File: config.mk
export PLATFORM = sky130hd
export DESIGN_NAME = regroup_patch_table
export DESIGN_NICKNAME = d
export VERILOG_FILES = /design/src/hw/rtl/rpt_pkg.sv /design/src/hw/rtl/regroup_patch_table.sv /design/src/hw/rtl/rpt_ram.sv /design/src/hw/rtl/rpt_ctrl.sv /design/src/hw/rtl/rpt_dp.sv
export SDC_FILE = /design/constraint.sdc
export NUM_CORES = 2
export LEC_CHECK = 0
export BUFFER_PORTS_ARGS = -buffer_cell sky130_fd_sc_hd__buf_2
export CAP_MARGIN = 20
export CELL_PAD_IN_SITES_DETAIL_PLACEMENT = 0
export CELL_PAD_IN_SITES_GLOBAL_PLACEMENT = 1
export CORE_ASPECT_RATIO = 1.75
export CORE_MARGIN = 8
export CORE_UTILIZATION = 50
export CTS_CLUSTER_DIAMETER = 60
export DETAILED_ROUTE_END_ITERATION = 6
export PLACE_DENSITY_LB_ADDON = 0.05
export SETUP_SLACK_MARGIN = 0.15
export SLEW_MARGIN = 15
export SYNTH_ARGS = -nofsm -noshare
export SYNTH_HDL_FRONTEND = slang
export SYNTH_SLANG_ARGS = --single-unit
File: constraint.sdc
create_clock -name i_clk -period 15.4 [get_ports i_clk]
set_input_delay 1.54 -clock i_clk [delete_from_list [all_inputs] [get_ports i_clk]]
set_output_delay 1.54 -clock i_clk [all_outputs]
set_load 0.02 [all_outputs]
File: src/hw/rtl/rpt_pkg.sv
// Shared types, op codes and datapath command codes for the regroup/patch table.
// Depends on nothing; every other file of the block but rpt_ram imports it.
`default_nettype none
package rpt_pkg;

    localparam logic [3:0] OP_UPDATE = 4'd0;
    localparam logic [3:0] OP_ADDG   = 4'd1;
    localparam logic [3:0] OP_ADDU   = 4'd2;
    localparam logic [3:0] OP_REMG   = 4'd3;
    localparam logic [3:0] OP_REMU   = 4'd4;
    localparam logic [3:0] OP_CLEAR  = 4'd5;
    localparam logic [3:0] OP_SETKEY = 4'd6;
    localparam logic [3:0] OP_QGROUP = 4'd7;
    localparam logic [3:0] OP_QSUPER = 4'd8;
    localparam logic [3:0] OP_SWEEP  = 4'd9;

    localparam logic [15:0] TTL_RESET = 16'd20;

    typedef struct packed {
        logic [3:0]  op;
        logic [31:0] now_seconds;
        logic [15:0] group_id;
        logic [31:0] member_id;
        logic        patch_flag;
        logic        active_flag;
        logic [15:0] key_value;
        logic        key_present;
        logic [7:0]  alg_value;
        logic        alg_present;
        logic [4:0]  ssn_value;
        logic        ssn_present;
    } t_in;

    typedef struct packed {
        logic       key_clear;
        logic [3:0] entry_count;
    } t_out;

    typedef enum logic [4:0] {
        C_NOP, C_LOAD, C_LOC_STEP, C_CREATE, C_UPD, C_MRD, C_MCMP, C_APPEND,
        C_RDLAST, C_MOVE, C_DEACT, C_CLEAR, C_SETKEY, C_QSUP, C_GQ_ENT, C_NEXT,
        C_SWP_STEP, C_SWP_END, C_DONE
    } t_cmd;

    typedef struct packed {
        logic [3:0] op;
        logic       skip;
        logic       found;
        logic       i_last;
        logic       i_in;
        logic       k_end;
        logic       hit;
        logic       elig;
    } t_status;

    function automatic logic f_stale(input logic [31:0] ls, input logic [31:0] now,
                                     input logic [15:0] ttl);
        logic [31:0] age;
        age = now - ls;
        return (ls != 32'd0) && (now > ls) && (age > {16'd0, ttl});
    endfunction

endpackage
`default_nettype wire

File: src/hw/rtl/regroup_patch_table.sv
// Top level of the regroup/patch supergroup table: sequencer plus datapath.
// Depends on rpt_pkg, rpt_ctrl, rpt_dp (and rpt_ram through rpt_dp).
//
//  channel   handshake                  word
//  request   start / busy               i_req   (t_in)
//  result    o_done (one-cycle strobe)  o_res   (t_out)
//  config    i_cfg_valid / o_cfg_ready  i_cfg_data (ttl_seconds)
//
// One op at a time. Locating a supergroup scans all ENTRIES rows, one per cycle;
// member work reads each member compared from the RAM (registered read) and then
// compares it. The result strobe comes in the first cycle with busy low and
// cannot be held off by the receiver.
// Synchronous active-low reset; no clearing pass needed.
`default_nettype none
module regroup_patch_table #(
    parameter int ENTRIES = 8,
    parameter int MEMBERS = 8
) (
    input  wire logic          i_clk,
    input  wire logic          i_rst_n,
    input  wire logic          start,
    output logic               busy,
    input  wire rpt_pkg::t_in  i_req,
    output logic               o_done,
    output rpt_pkg::t_out      o_res,
    input  wire logic          i_cfg_valid,
    output logic               o_cfg_ready,
    input  wire logic [15:0]   i_cfg_data
);
    import rpt_pkg::*;

    t_cmd    cmd;
    t_status status;

    rpt_ctrl u_ctrl (
        .i_clk    (i_clk),
        .i_rst_n  (i_rst_n),
        .i_start  (start),
        .o_busy   (busy),
        .i_status (status),
        .o_cmd    (cmd)
    );

    rpt_dp #(.ENTRIES(ENTRIES), .MEMBERS(MEMBERS)) u_dp (
        .i_clk       (i_clk),
        .i_rst_n     (i_rst_n),
        .i_cmd       (cmd),
        .i_in        (i_req),
        .o_status    (status),
        .o_done      (o_done),
        .o_res       (o_res),
        .i_cfg_valid (i_cfg_valid),
        .o_cfg_ready (o_cfg_ready),
        .i_cfg_data  (i_cfg_data)
    );
endmodule
`default_nettype wire

File: src/hw/rtl/rpt_ram.sv
// Generic single-port-write, single-port-read RAM with registered read data.
// No dependencies.
`default_nettype none
module rpt_ram #(
    parameter int WIDTH = 16,
    parameter int DEPTH = 64
) (
    input  wire logic                     i_clk,
    input  wire logic                     i_we,
    input  wire logic [$clog2(DEPTH)-1:0] i_waddr,
    input  wire logic [WIDTH-1:0]         i_wdata,
    input  wire logic [$clog2(DEPTH)-1:0] i_raddr,
    output logic      [WIDTH-1:0]         o_rdata
);
    logic [WIDTH-1:0] r_mem [DEPTH];

    always_ff @(posedge i_clk) begin
        if (i_we) begin
            r_mem[i_waddr] <= i_wdata;
        end
        o_rdata <= r_mem[i_raddr];
    end
endmodule
`default_nettype wire

File: src/hw/rtl/rpt_ctrl.sv
// Sequencer for the regroup/patch table: walks each op through datapath commands.
// Depends on rpt_pkg.
`default_nettype none
module rpt_ctrl (
    input  wire logic             i_clk,
    input  wire logic             i_rst_n,
    input  wire logic             i_start,
    output logic                  o_busy,
    input  wire rpt_pkg::t_status i_status,
    output rpt_pkg::t_cmd         o_cmd
);
    import rpt_pkg::*;

    typedef enum logic [14:0] {
        S_IDLE   = 15'h0001,
        S_DISP   = 15'h0002,
        S_LOC    = 15'h0004,
        S_ALOC   = 15'h0008,
        S_KEY    = 15'h0010,
        S_MRD    = 15'h0020,
        S_MCMP   = 15'h0040,
        S_RDLAST = 15'h0080,
        S_MOVE   = 15'h0100,
        S_DEACT  = 15'h0200,
        S_GQENT  = 15'h0400,
        S_GQCHK  = 15'h0800,
        S_GQNXT  = 15'h1000,
        S_SWP    = 15'h2000,
        S_DONE   = 15'h4000
    } t_state;

    t_state r_state, n_state;
    logic   rem_op;

    assign rem_op = (i_status.op == OP_REMG) || (i_status.op == OP_REMU);
    assign o_busy = (r_state != S_IDLE);

    always_comb begin
        n_state = r_state;
        o_cmd   = C_NOP;
        case (r_state)
            S_IDLE: begin
                if (i_start) begin
                    o_cmd   = C_LOAD;
                    n_state = S_DISP;
                end
            end
            S_DISP: begin
                if (i_status.skip) begin
                    n_state = S_DONE;
                end else if (i_status.op == OP_QGROUP) begin
                    n_state = S_GQENT;
                end else if (i_status.op == OP_SWEEP) begin
                    n_state = S_SWP;
                end else begin
                    n_state = S_LOC;
                end
            end
            S_LOC: begin
                o_cmd = C_LOC_STEP;
                if (i_status.i_last) begin
                    n_state = S_ALOC;
                end
            end
            S_ALOC: begin
                n_state = S_DONE;
                case (i_status.op)
                    OP_UPDATE: o_cmd = i_status.found ? C_UPD : C_CREATE;
                    OP_ADDG, OP_ADDU: begin
                        o_cmd   = i_status.found ? C_NOP : C_CREATE;
                        n_state = S_MRD;
                    end
                    OP_SETKEY: begin
                        o_cmd   = i_status.found ? C_NOP : C_CREATE;
                        n_state = S_KEY;
                    end
                    OP_REMG, OP_REMU: begin
                        if (i_status.found) begin
                            n_state = S_MRD;
                        end
                    end
                    OP_CLEAR:  o_cmd = i_status.found ? C_CLEAR : C_NOP;
                    OP_QSUPER: o_cmd = i_status.found ? C_QSUP : C_NOP;
                    default:   o_cmd = C_NOP;
                endcase
            end
            S_KEY: begin
                o_cmd   = C_SETKEY;
                n_state = S_DONE;
            end
            S_MRD: begin
                if (i_status.k_end) begin
                    if (i_status.op == OP_ADDG || i_status.op == OP_ADDU) begin
                        o_cmd   = C_APPEND;
                        n_state = S_DONE;
                    end else if (rem_op) begin
                        n_state = S_DEACT;
                    end else begin
                        n_state = S_GQNXT;
                    end
                end else begin
                    o_cmd   = C_MRD;
                    n_state = S_MCMP;
                end
            end
            S_MCMP: begin
                o_cmd = C_MCMP;
                if (i_status.hit) begin
                    n_state = rem_op ? S_RDLAST : S_DONE;
                end else begin
                    n_state = S_MRD;
                end
            end
            S_RDLAST: begin
                o_cmd   = C_RDLAST;
                n_state = S_MOVE;
            end
            S_MOVE: begin
                o_cmd   = C_MOVE;
                n_state = S_DEACT;
            end
            S_DEACT: begin
                o_cmd   = C_DEACT;
                n_state = S_DONE;
            end
            S_GQENT: begin
                if (i_status.i_in) begin
                    o_cmd   = C_GQ_ENT;
                    n_state = S_GQCHK;
                end else begin
                    n_state = S_DONE;
                end
            end
            S_GQCHK: n_state = i_status.elig ? S_MRD : S_GQNXT;
            S_GQNXT: begin
                o_cmd   = C_NEXT;
                n_state = S_GQENT;
            end
            S_SWP: begin
                if (i_status.i_in) begin
                    o_cmd = C_SWP_STEP;
                end else begin
                    o_cmd   = C_SWP_END;
                    n_state = S_DONE;
                end
            end
            S_DONE: begin
                o_cmd   = C_DONE;
                n_state = S_IDLE;
            end
            default: n_state = S_IDLE;
        endcase
    end

    always_ff @(posedge i_clk) begin
        if (!i_rst_n) begin
            r_state <= S_IDLE;
        end else begin
            r_state <= n_state;
        end
    end
endmodule
`default_nettype wire

File: src/hw/rtl/rpt_dp.sv
// Datapath of the regroup/patch table: entry registers, member RAMs, scan counters.
// Depends on rpt_pkg and rpt_ram.
`default_nettype none
module rpt_dp #(
    parameter int ENTRIES = 8,
    parameter int MEMBERS = 8
) (
    input  wire logic             i_clk,
    input  wire logic             i_rst_n,
    input  wire rpt_pkg::t_cmd    i_cmd,
    input  wire rpt_pkg::t_in     i_in,
    output rpt_pkg::t_status      o_status,
    output logic                  o_done,
    output rpt_pkg::t_out         o_res,
    input  wire logic             i_cfg_valid,
    output logic                  o_cfg_ready,
    input  wire logic [15:0]      i_cfg_data
);
    import rpt_pkg::*;

    localparam int IW    = $clog2(ENTRIES);
    localparam int CW    = $clog2(ENTRIES + 1);
    localparam int MW    = $clog2(MEMBERS);
    localparam int NW    = $clog2(MEMBERS + 1);
    localparam int AW    = IW + MW;
    localparam int DEPTH = ENTRIES << MW;

    t_in          r_req;
    logic [15:0]  r_ttl;
    logic [CW-1:0] r_used, r_i, r_w;
    logic [IW-1:0] r_e, r_minidx;
    logic [NW-1:0] r_k;
    logic [31:0]  r_minls;
    logic         r_found, r_elig, r_ans;

    logic [15:0]   r_sg    [ENTRIES];
    logic          r_patch [ENTRIES];
    logic          r_act   [ENTRIES];
    logic [31:0]   r_ls    [ENTRIES];
    logic [NW-1:0] r_gcnt  [ENTRIES];
    logic [NW-1:0] r_ucnt  [ENTRIES];
    logic [15:0]   r_key   [ENTRIES];
    logic          r_kk    [ENTRIES];
    logic [7:0]    r_alg   [ENTRIES];
    logic [4:0]    r_ssn   [ENTRIES];
    logic [IW-1:0] r_slot  [ENTRIES];

    logic [IW-1:0] ii, wi, tgt;
    logic          unit_sel, hit, key_zero, stale_e;
    logic [15:0]   mg;
    logic [NW-1:0] cnt_sel, mem_k;
    logic [AW-1:0] maddr;
    logic          mwe;
    logic [15:0]   g_rdata;
    logic [31:0]   u_rdata;
    logic [CW+3:0] used_ext;

    assign ii       = r_i[IW-1:0];
    assign wi       = r_w[IW-1:0];
    assign mg       = r_req.member_id[15:0];
    assign unit_sel = (r_req.op == OP_ADDU) || (r_req.op == OP_REMU);
    assign cnt_sel  = unit_sel ? r_ucnt[r_e] : r_gcnt[r_e];
    assign hit      = unit_sel ? (u_rdata == r_req.member_id) : (g_rdata == mg);
    assign key_zero = r_kk[r_e] && (r_key[r_e] == 16'd0);
    assign stale_e  = f_stale(r_ls[r_e], r_req.now_seconds, r_ttl);
    assign tgt      = (r_used < CW'(ENTRIES)) ? r_used[IW-1:0] : r_minidx;

    always_comb begin
        mem_k = r_k;
        if (i_cmd == C_RDLAST) begin
            mem_k = cnt_sel - NW'(1);
        end else if (i_cmd == C_APPEND) begin
            mem_k = cnt_sel;
        end
    end
    assign maddr = {r_slot[r_e], mem_k[MW-1:0]};
    assign mwe   = ((i_cmd == C_APPEND) && (cnt_sel < NW'(MEMBERS))) || (i_cmd == C_MOVE);

    rpt_ram #(.WIDTH(16), .DEPTH(DEPTH)) u_gram (
        .i_clk   (i_clk),
        .i_we    (mwe && !unit_sel),
        .i_waddr (maddr),
        .i_wdata ((i_cmd == C_APPEND) ? mg : g_rdata),
        .i_raddr (maddr),
        .o_rdata (g_rdata)
    );

    rpt_ram #(.WIDTH(32), .DEPTH(DEPTH)) u_uram (
        .i_clk   (i_clk),
        .i_we    (mwe && unit_sel),
        .i_waddr (maddr),
        .i_wdata ((i_cmd == C_APPEND) ? r_req.member_id : u_rdata),
        .i_raddr (maddr),
        .o_rdata (u_rdata)
    );

    always_comb begin
        o_status.op     = r_req.op;
        o_status.found  = r_found;
        o_status.i_last = (r_i == CW'(ENTRIES - 1));
        o_status.i_in   = (r_i < r_used);
        o_status.k_end  = (r_k >= cnt_sel);
        o_status.hit    = hit;
        o_status.elig   = r_elig;
        if (r_req.op == OP_QGROUP) begin
            o_status.skip = (mg == 16'd0);
        end else if (r_req.op == OP_SWEEP) begin
            o_status.skip = 1'b0;
        end else begin
            o_status.skip = (r_req.op > OP_QSUPER) || (r_req.group_id == 16'd0)
                || ((r_req.op == OP_ADDG || r_req.op == OP_REMG) && mg == 16'd0)
                || ((r_req.op == OP_ADDU || r_req.op == OP_REMU)
                    && r_req.member_id == 32'd0);
        end
    end

    assign o_cfg_ready = 1'b1;
    assign used_ext    = {4'd0, r_used};

    // request word and result
    always_ff @(posedge i_clk) begin
        if (i_cmd == C_LOAD) begin
            r_req <= i_in;
        end
        if (i_cmd == C_DONE) begin
            o_res.key_clear   <= r_ans;
            o_res.entry_count <= used_ext[3:0];
        end
    end

    always_ff @(posedge i_clk) begin
        if (!i_rst_n) begin
            r_ttl    <= TTL_RESET;
            r_used   <= '0;
            r_i      <= '0;
            r_w      <= '0;
            r_e      <= '0;
            r_k      <= '0;
            r_minidx <= '0;
            r_minls  <= '0;
            r_found  <= 1'b0;
            r_elig   <= 1'b0;
            r_ans    <= 1'b0;
            o_done   <= 1'b0;
            for (int j = 0; j < ENTRIES; j++) begin
                r_patch[j] <= 1'b0;
                r_act[j]   <= 1'b0;
                r_ls[j]    <= '0;
                r_gcnt[j]  <= '0;
                r_ucnt[j]  <= '0;
                r_key[j]   <= '0;
                r_kk[j]    <= 1'b0;
                r_alg[j]   <= '0;
                r_ssn[j]   <= '0;
                r_slot[j]  <= IW'(j);
            end
        end else begin
            o_done <= (i_cmd == C_DONE);
            if (i_cfg_valid) begin
                r_ttl <= i_cfg_data;
            end
            case (i_cmd)
                C_LOAD: begin
                    r_i     <= '0;
                    r_w     <= '0;
                    r_k     <= '0;
                    r_found <= 1'b0;
                    r_ans   <= 1'b0;
                end
                C_LOC_STEP: begin
                    if ((r_i < r_used) && (r_sg[ii] == r_req.group_id) && !r_found) begin
                        r_found <= 1'b1;
                        r_e     <= ii;
                    end
                    // first smallest last-seen, for replacement when full
                    if (r_i == '0 || r_ls[ii] < r_minls) begin
                        r_minidx <= ii;
                        r_minls  <= r_ls[ii];
                    end
                    r_i <= r_i + CW'(1);
                end
                C_CREATE: begin
                    if (r_used < CW'(ENTRIES)) begin
                        r_used <= r_used + CW'(1);
                    end
                    r_e          <= tgt;
                    r_sg[tgt]    <= r_req.group_id;
                    r_patch[tgt] <= (r_req.op == OP_UPDATE) ? r_req.patch_flag : 1'b1;
                    r_act[tgt]   <= (r_req.op == OP_UPDATE) ? r_req.active_flag : 1'b1;
                    r_ls[tgt]    <= r_req.now_seconds;
                    r_gcnt[tgt]  <= '0;
                    r_ucnt[tgt]  <= '0;
                    r_kk[tgt]    <= 1'b0;
                    r_k          <= '0;
                end
                C_UPD: begin
                    r_patch[r_e] <= r_req.patch_flag;
                    r_act[r_e]   <= r_req.active_flag;
                    r_ls[r_e]    <= r_req.now_seconds;
                end
                C_MCMP: begin
                    if (hit) begin
                        if (r_req.op == OP_QGROUP) begin
                            r_ans <= key_zero;
                        end
                    end else begin
                        r_k <= r_k + NW'(1);
                    end
                end
                C_APPEND: begin
                    if (cnt_sel < NW'(MEMBERS)) begin
                        if (unit_sel) begin
                            r_ucnt[r_e] <= cnt_sel + NW'(1);
                        end else begin
                            r_gcnt[r_e] <= cnt_sel + NW'(1);
                        end
                    end
                end
                C_MOVE: begin
                    if (unit_sel) begin
                        r_ucnt[r_e] <= cnt_sel - NW'(1);
                    end else begin
                        r_gcnt[r_e] <= cnt_sel - NW'(1);
                    end
                end
                C_DEACT: begin
                    if (r_gcnt[r_e] == '0 && r_ucnt[r_e] == '0) begin
                        r_act[r_e] <= 1'b0;
                    end
                end
                C_CLEAR: begin
                    r_gcnt[r_e] <= '0;
                    r_ucnt[r_e] <= '0;
                    r_act[r_e]  <= 1'b0;
                end
                C_SETKEY: begin
                    if (r_req.key_present) begin
                        r_key[r_e] <= r_req.key_value;
                        r_kk[r_e]  <= 1'b1;
                    end
                    if (r_req.alg_present) begin
                        r_alg[r_e] <= r_req.alg_value;
                    end
                    if (r_req.ssn_present) begin
                        r_ssn[r_e] <= r_req.ssn_value;
                    end
                end
                C_QSUP: r_ans <= r_act[r_e] && !stale_e && key_zero;
                C_GQ_ENT: begin
                    r_e    <= ii;
                    r_k    <= '0;
                    r_elig <= r_act[ii] && !f_stale(r_ls[ii], r_req.now_seconds, r_ttl);
                end
                C_NEXT: r_i <= r_i + CW'(1);
                C_SWP_STEP: begin
                    // keep fresh entries in order; swap the stale ones (and their
                    // member slots) toward the tail
                    if (!f_stale(r_ls[ii], r_req.now_seconds, r_ttl)) begin
                        if (r_w != r_i) begin
                            r_sg[wi]    <= r_sg[ii];    r_sg[ii]    <= r_sg[wi];
                            r_patch[wi] <= r_patch[ii]; r_patch[ii] <= r_patch[wi];
                            r_act[wi]   <= r_act[ii];   r_act[ii]   <= r_act[wi];
                            r_ls[wi]    <= r_ls[ii];    r_ls[ii]    <= r_ls[wi];
                            r_gcnt[wi]  <= r_gcnt[ii];  r_gcnt[ii]  <= r_gcnt[wi];
                            r_ucnt[wi]  <= r_ucnt[ii];  r_ucnt[ii]  <= r_ucnt[wi];
                            r_key[wi]   <= r_key[ii];   r_key[ii]   <= r_key[wi];
                            r_kk[wi]    <= r_kk[ii];    r_kk[ii]    <= r_kk[wi];
                            r_alg[wi]   <= r_alg[ii];   r_alg[ii]   <= r_alg[wi];
                            r_ssn[wi]   <= r_ssn[ii];   r_ssn[ii]   <= r_ssn[wi];
                            r_slot[wi]  <= r_slot[ii];  r_slot[ii]  <= r_slot[wi];
                        end
                        r_w <= r_w + CW'(1);
                    end
                    r_i <= r_i + CW'(1);
                end
                C_SWP_END: r_used <= r_w;
                default: begin
                end
            endcase
        end
    end
endmodule
`default_nettype wire
==> summary.txt <==
Synthesis
  • Register bit total from synthesis: 3941
  • Post-synth EDFFs: 3779
  • Yosys warnings: 0
  • Sequential area share after synthesis: 69.79%
  • Synth Flop Type: edfxtp_1
  • Mapped Cells: 11030
  • Post-synthesis cell type count: 103
  • Syn Nets: 11310
  • Async set-reset flop share out of synthesis: 0%
  • Syn_area_per_cell: 15.17 um^2
  • Synth Cell Area: 167200 um^2

Timing
  • Setup tns final: 0 ps
  • RSZ-0062 raised after global routing: no
  • Crit share post-route: 70.50%
  • Final Hold Viols: 0
  • Final setup vio count: 0
  • Worst slew pin tran: 1353 ps
  • Final max-slew violation count: 0
  • Clock skew: 47.35 ps
  • Final setup margin: 4542 ps
  • Rel. slew slack: 9.773%
  • Post-route minimum period: 10860 ps
  • F_max: 92.10 MHz

Die
  • Initial Util: 50.12%
  • Die Width: 453.2 um
  • I/O pin count: 146
  • Core region area: 333700 um^2
  • Die area: 354000 um^2
  • Rows: 281
  • Die Ht: 781.1 um

Clock tree
  • Clock buffer depth: 4
  • CTS resizes: 0
  • CTS tree: yes
  • CTS buffer count: 365
  • # Post-CTS Setup Buffers: 0
  • Clk_lat worst skew: 930 ps
  • CTS root buf: clkbuf_16
  • Hold-fix buffers, CTS: 0
  • Worst-path clk slew: 60 ps
  • Max H-tree Level: 5
  • # clock sinks: 3941

Place
  • Placed cell area: 174400 um^2
  • PortBufs: 128
  • Placed insts: 15150
  • Dpl hpwl: 356400 um
  • RePlAce Congestion: 0.9231
  • Place WS: 4678 ps

Routing
  • DRT Wirelength: 578200 um
  • DR vias/cell: 6.739
  • Final ANT Viol Nets: 0
  • Pre-Repair DR Iteration Count: 7
  • DRT iter0 DRCs: 10980
  • # DRC: 10
  • DR vias: 106800
  • Wirelength per Cell: 36.49 um

Pwr
  • Leak: 0.05923 uW
  • Int Power: 17800 uW
  • Power Total: 23270 uW
  • Switching part of the total: 23.51%
  • Sw power: 5471 uW
  • Sequential Power Share: 52.5%
  • Logic gate share of total power: 7.7%
  • PwrDens: 124.8 nW/um^2
  • Max VDD drop: 127.0 uV
  • Clock power share: 39.9%

Finish
  • Most common cell after layout, fill and taps aside: edfxtp_1
  • Non-Filler Instances: 15850
  • Syn-to-layout area delta: 11.53%
  • Post-route cell area: 186500 um^2
  • Fillers: 26480
  • Nets: 11420
  • Fraction of layout cells with a size suffix above 1: 15.88%
  • Most frequent cells in the layout: edfxtp_1, nand2_1, a22oi_1

Critical path
  • Crit path capture type: flop
  • Crit path max-delay family: simple AND/OR/NAND/NOR gates
  • Worst Setup Path Type: reg2reg
  • Worst-path fanout max: 56
  • Slowest cell delay on critical path: 730 ps
  • Critical Path RT: 15920 ps
  • Startpoint Class: flop
  • Worst Path Arrival: 11380 ps
  • Critical path's slowest cell: or4_1
  • CP bufs+invs: 7
  • Critical path's most frequent cell: buf_4

Status
  • Failing checks: design-rule violations
  • Status: complete, but fails checks

Global routing
  • Total congestion overflow: 0
  • First-pass GRT wire length: 800100 um
  • Total Routing Usage GR: 31.58%
  • Vias in the first global route: 106900
  • Largest net degree at the start of global routing: 122
  • Initial antenna violation count: 14

Worst hold path
  • Worst hold-check path type: reg2reg

Job
  • Max Cap Viol: 0
[registers in the layout, indices dropped and copies added (netlist names), 82 cells and up, named ones only]
signal             cells
u_dp.r_req            82
u_dp.u_uram.r_mem   2048
u_dp.r_key           128
u_dp.u_gram.r_mem   1024
u_dp.r_ls            256
u_dp.r_sg            128
[kinds of logic after synthesis]
group / share of synthesized area [%]
AND/OR/NAND/NOR: 6.123
adder cells (fa/ha/maj): 1.086
buffers and inverters: 2.198
multiplexers: 6.727
flip-flops: 69.79
AO/OA/AOI/OAI: 13.47
other: 0.002242
XOR/XNOR: 0.6022
[routing by layer]
metal	share of wire [%]	global-route usage, %	routed length (um)	vias up
met2	52	56.65	299600	5092
met1	34	34.92	193800	55110
met4	8.2	21.16	47650	6
li1	-	-	-	45150
met5	0.0069	0	40	-
met3	6.4	4.029	37080	1428
[synthesized netlist by cell type (78+ instances only)]
cell	instances	area share (%)
mux2i_1	147	0.88
a21oi_1	318	0.95
buf_2	145	0.43
dfxtp_1	162	1.9
a22o_1	386	2.0
a31oi_1	173	0.65
ha_1	142	1.1
o31ai_1	375	1.7
nor2_1	372	0.83
nand4_1	100	0.37
nor4_1	78	0.29
mux4_2	397	5.3
nand3_1	314	0.94
edfxtp_1	3779	68
a221oi_1	390	2.0
nand2_1	1054	2.4
a22oi_1	818	3.7
buf_1	111	0.25
inv_1	124	0.28
o21ai_0	271	0.81
clkbuf_1	507	1.1
[final cells by class]
| type | count | area, um^2 | area share, % |
|---|---|---|---|
| flip-flops and latches | 3941 | 116800 | 62.60 |
| well taps | 4386 | 5488 | 2.942 |
| repair buffers | 517 | 3842 | 2.060 |
| clock buffers | 461 | 9849 | 5.280 |
| diodes | 29 | 72.57 | 0.03891 |
| multi-input cells | 6183 | 47880 | 25.67 |
| clock inverters | 203 | 2158 | 1.157 |
| inverters | 126 | 481.7 | 0.2583 |
[path summary, 6_finish.rpt]
| kind | cells past startpoint | slack [ps] | to | from |
|---|---|---|---|---|
| max | 31 | 4540 | u_dp.r_ls[6][3]$_DFFE_PP_ | flop |
| min | 2 | 490 | u_dp.r_minls[9]$_SDFFE_PN0P_ | u_dp.r_minls[9]$_SDFFE_PN0P_ |
| max reg2reg | 31 | 4540 | u_dp.r_ls[6][3]$_DFFE_PP_ | flop |
| min reg2reg | 2 | 490 | u_dp.r_minls[9]$_SDFFE_PN0P_ | u_dp.r_minls[9]$_SDFFE_PN0P_ |
[metrics by stage]
step	hold WS, ps	util (%)
after floorplan	400.7	-
after global placement	475.4	52.26
after detailed placement	484.3	52.27
after CTS	498.7	55.87
after global routing	520.6	55.90
final	493.3	55.90
[worst register-to-register path, delay by kind of cell (launching register included)]
family | cells | cell delay (ps)
simple gates | 14 | 3390
fa+ha+maj | 2 | 590
compound gates | 6 | 1600
xor+xnor | 1 | 390
mux | 1 | 690
buf+inv | 7 | 3030
flops | 1 | 710
[power by group through the flow]
stage	clock (uW)	sequential [uW]	combinational (uW)
finish	9270	12200	1790
global route	9740	12200	1870
CTS	9380	12200	1780
detailed placement	0	12400	1780
global placement	0	12400	1730
floorplan	0	12400	950
(Power assumes the default switching activity.)
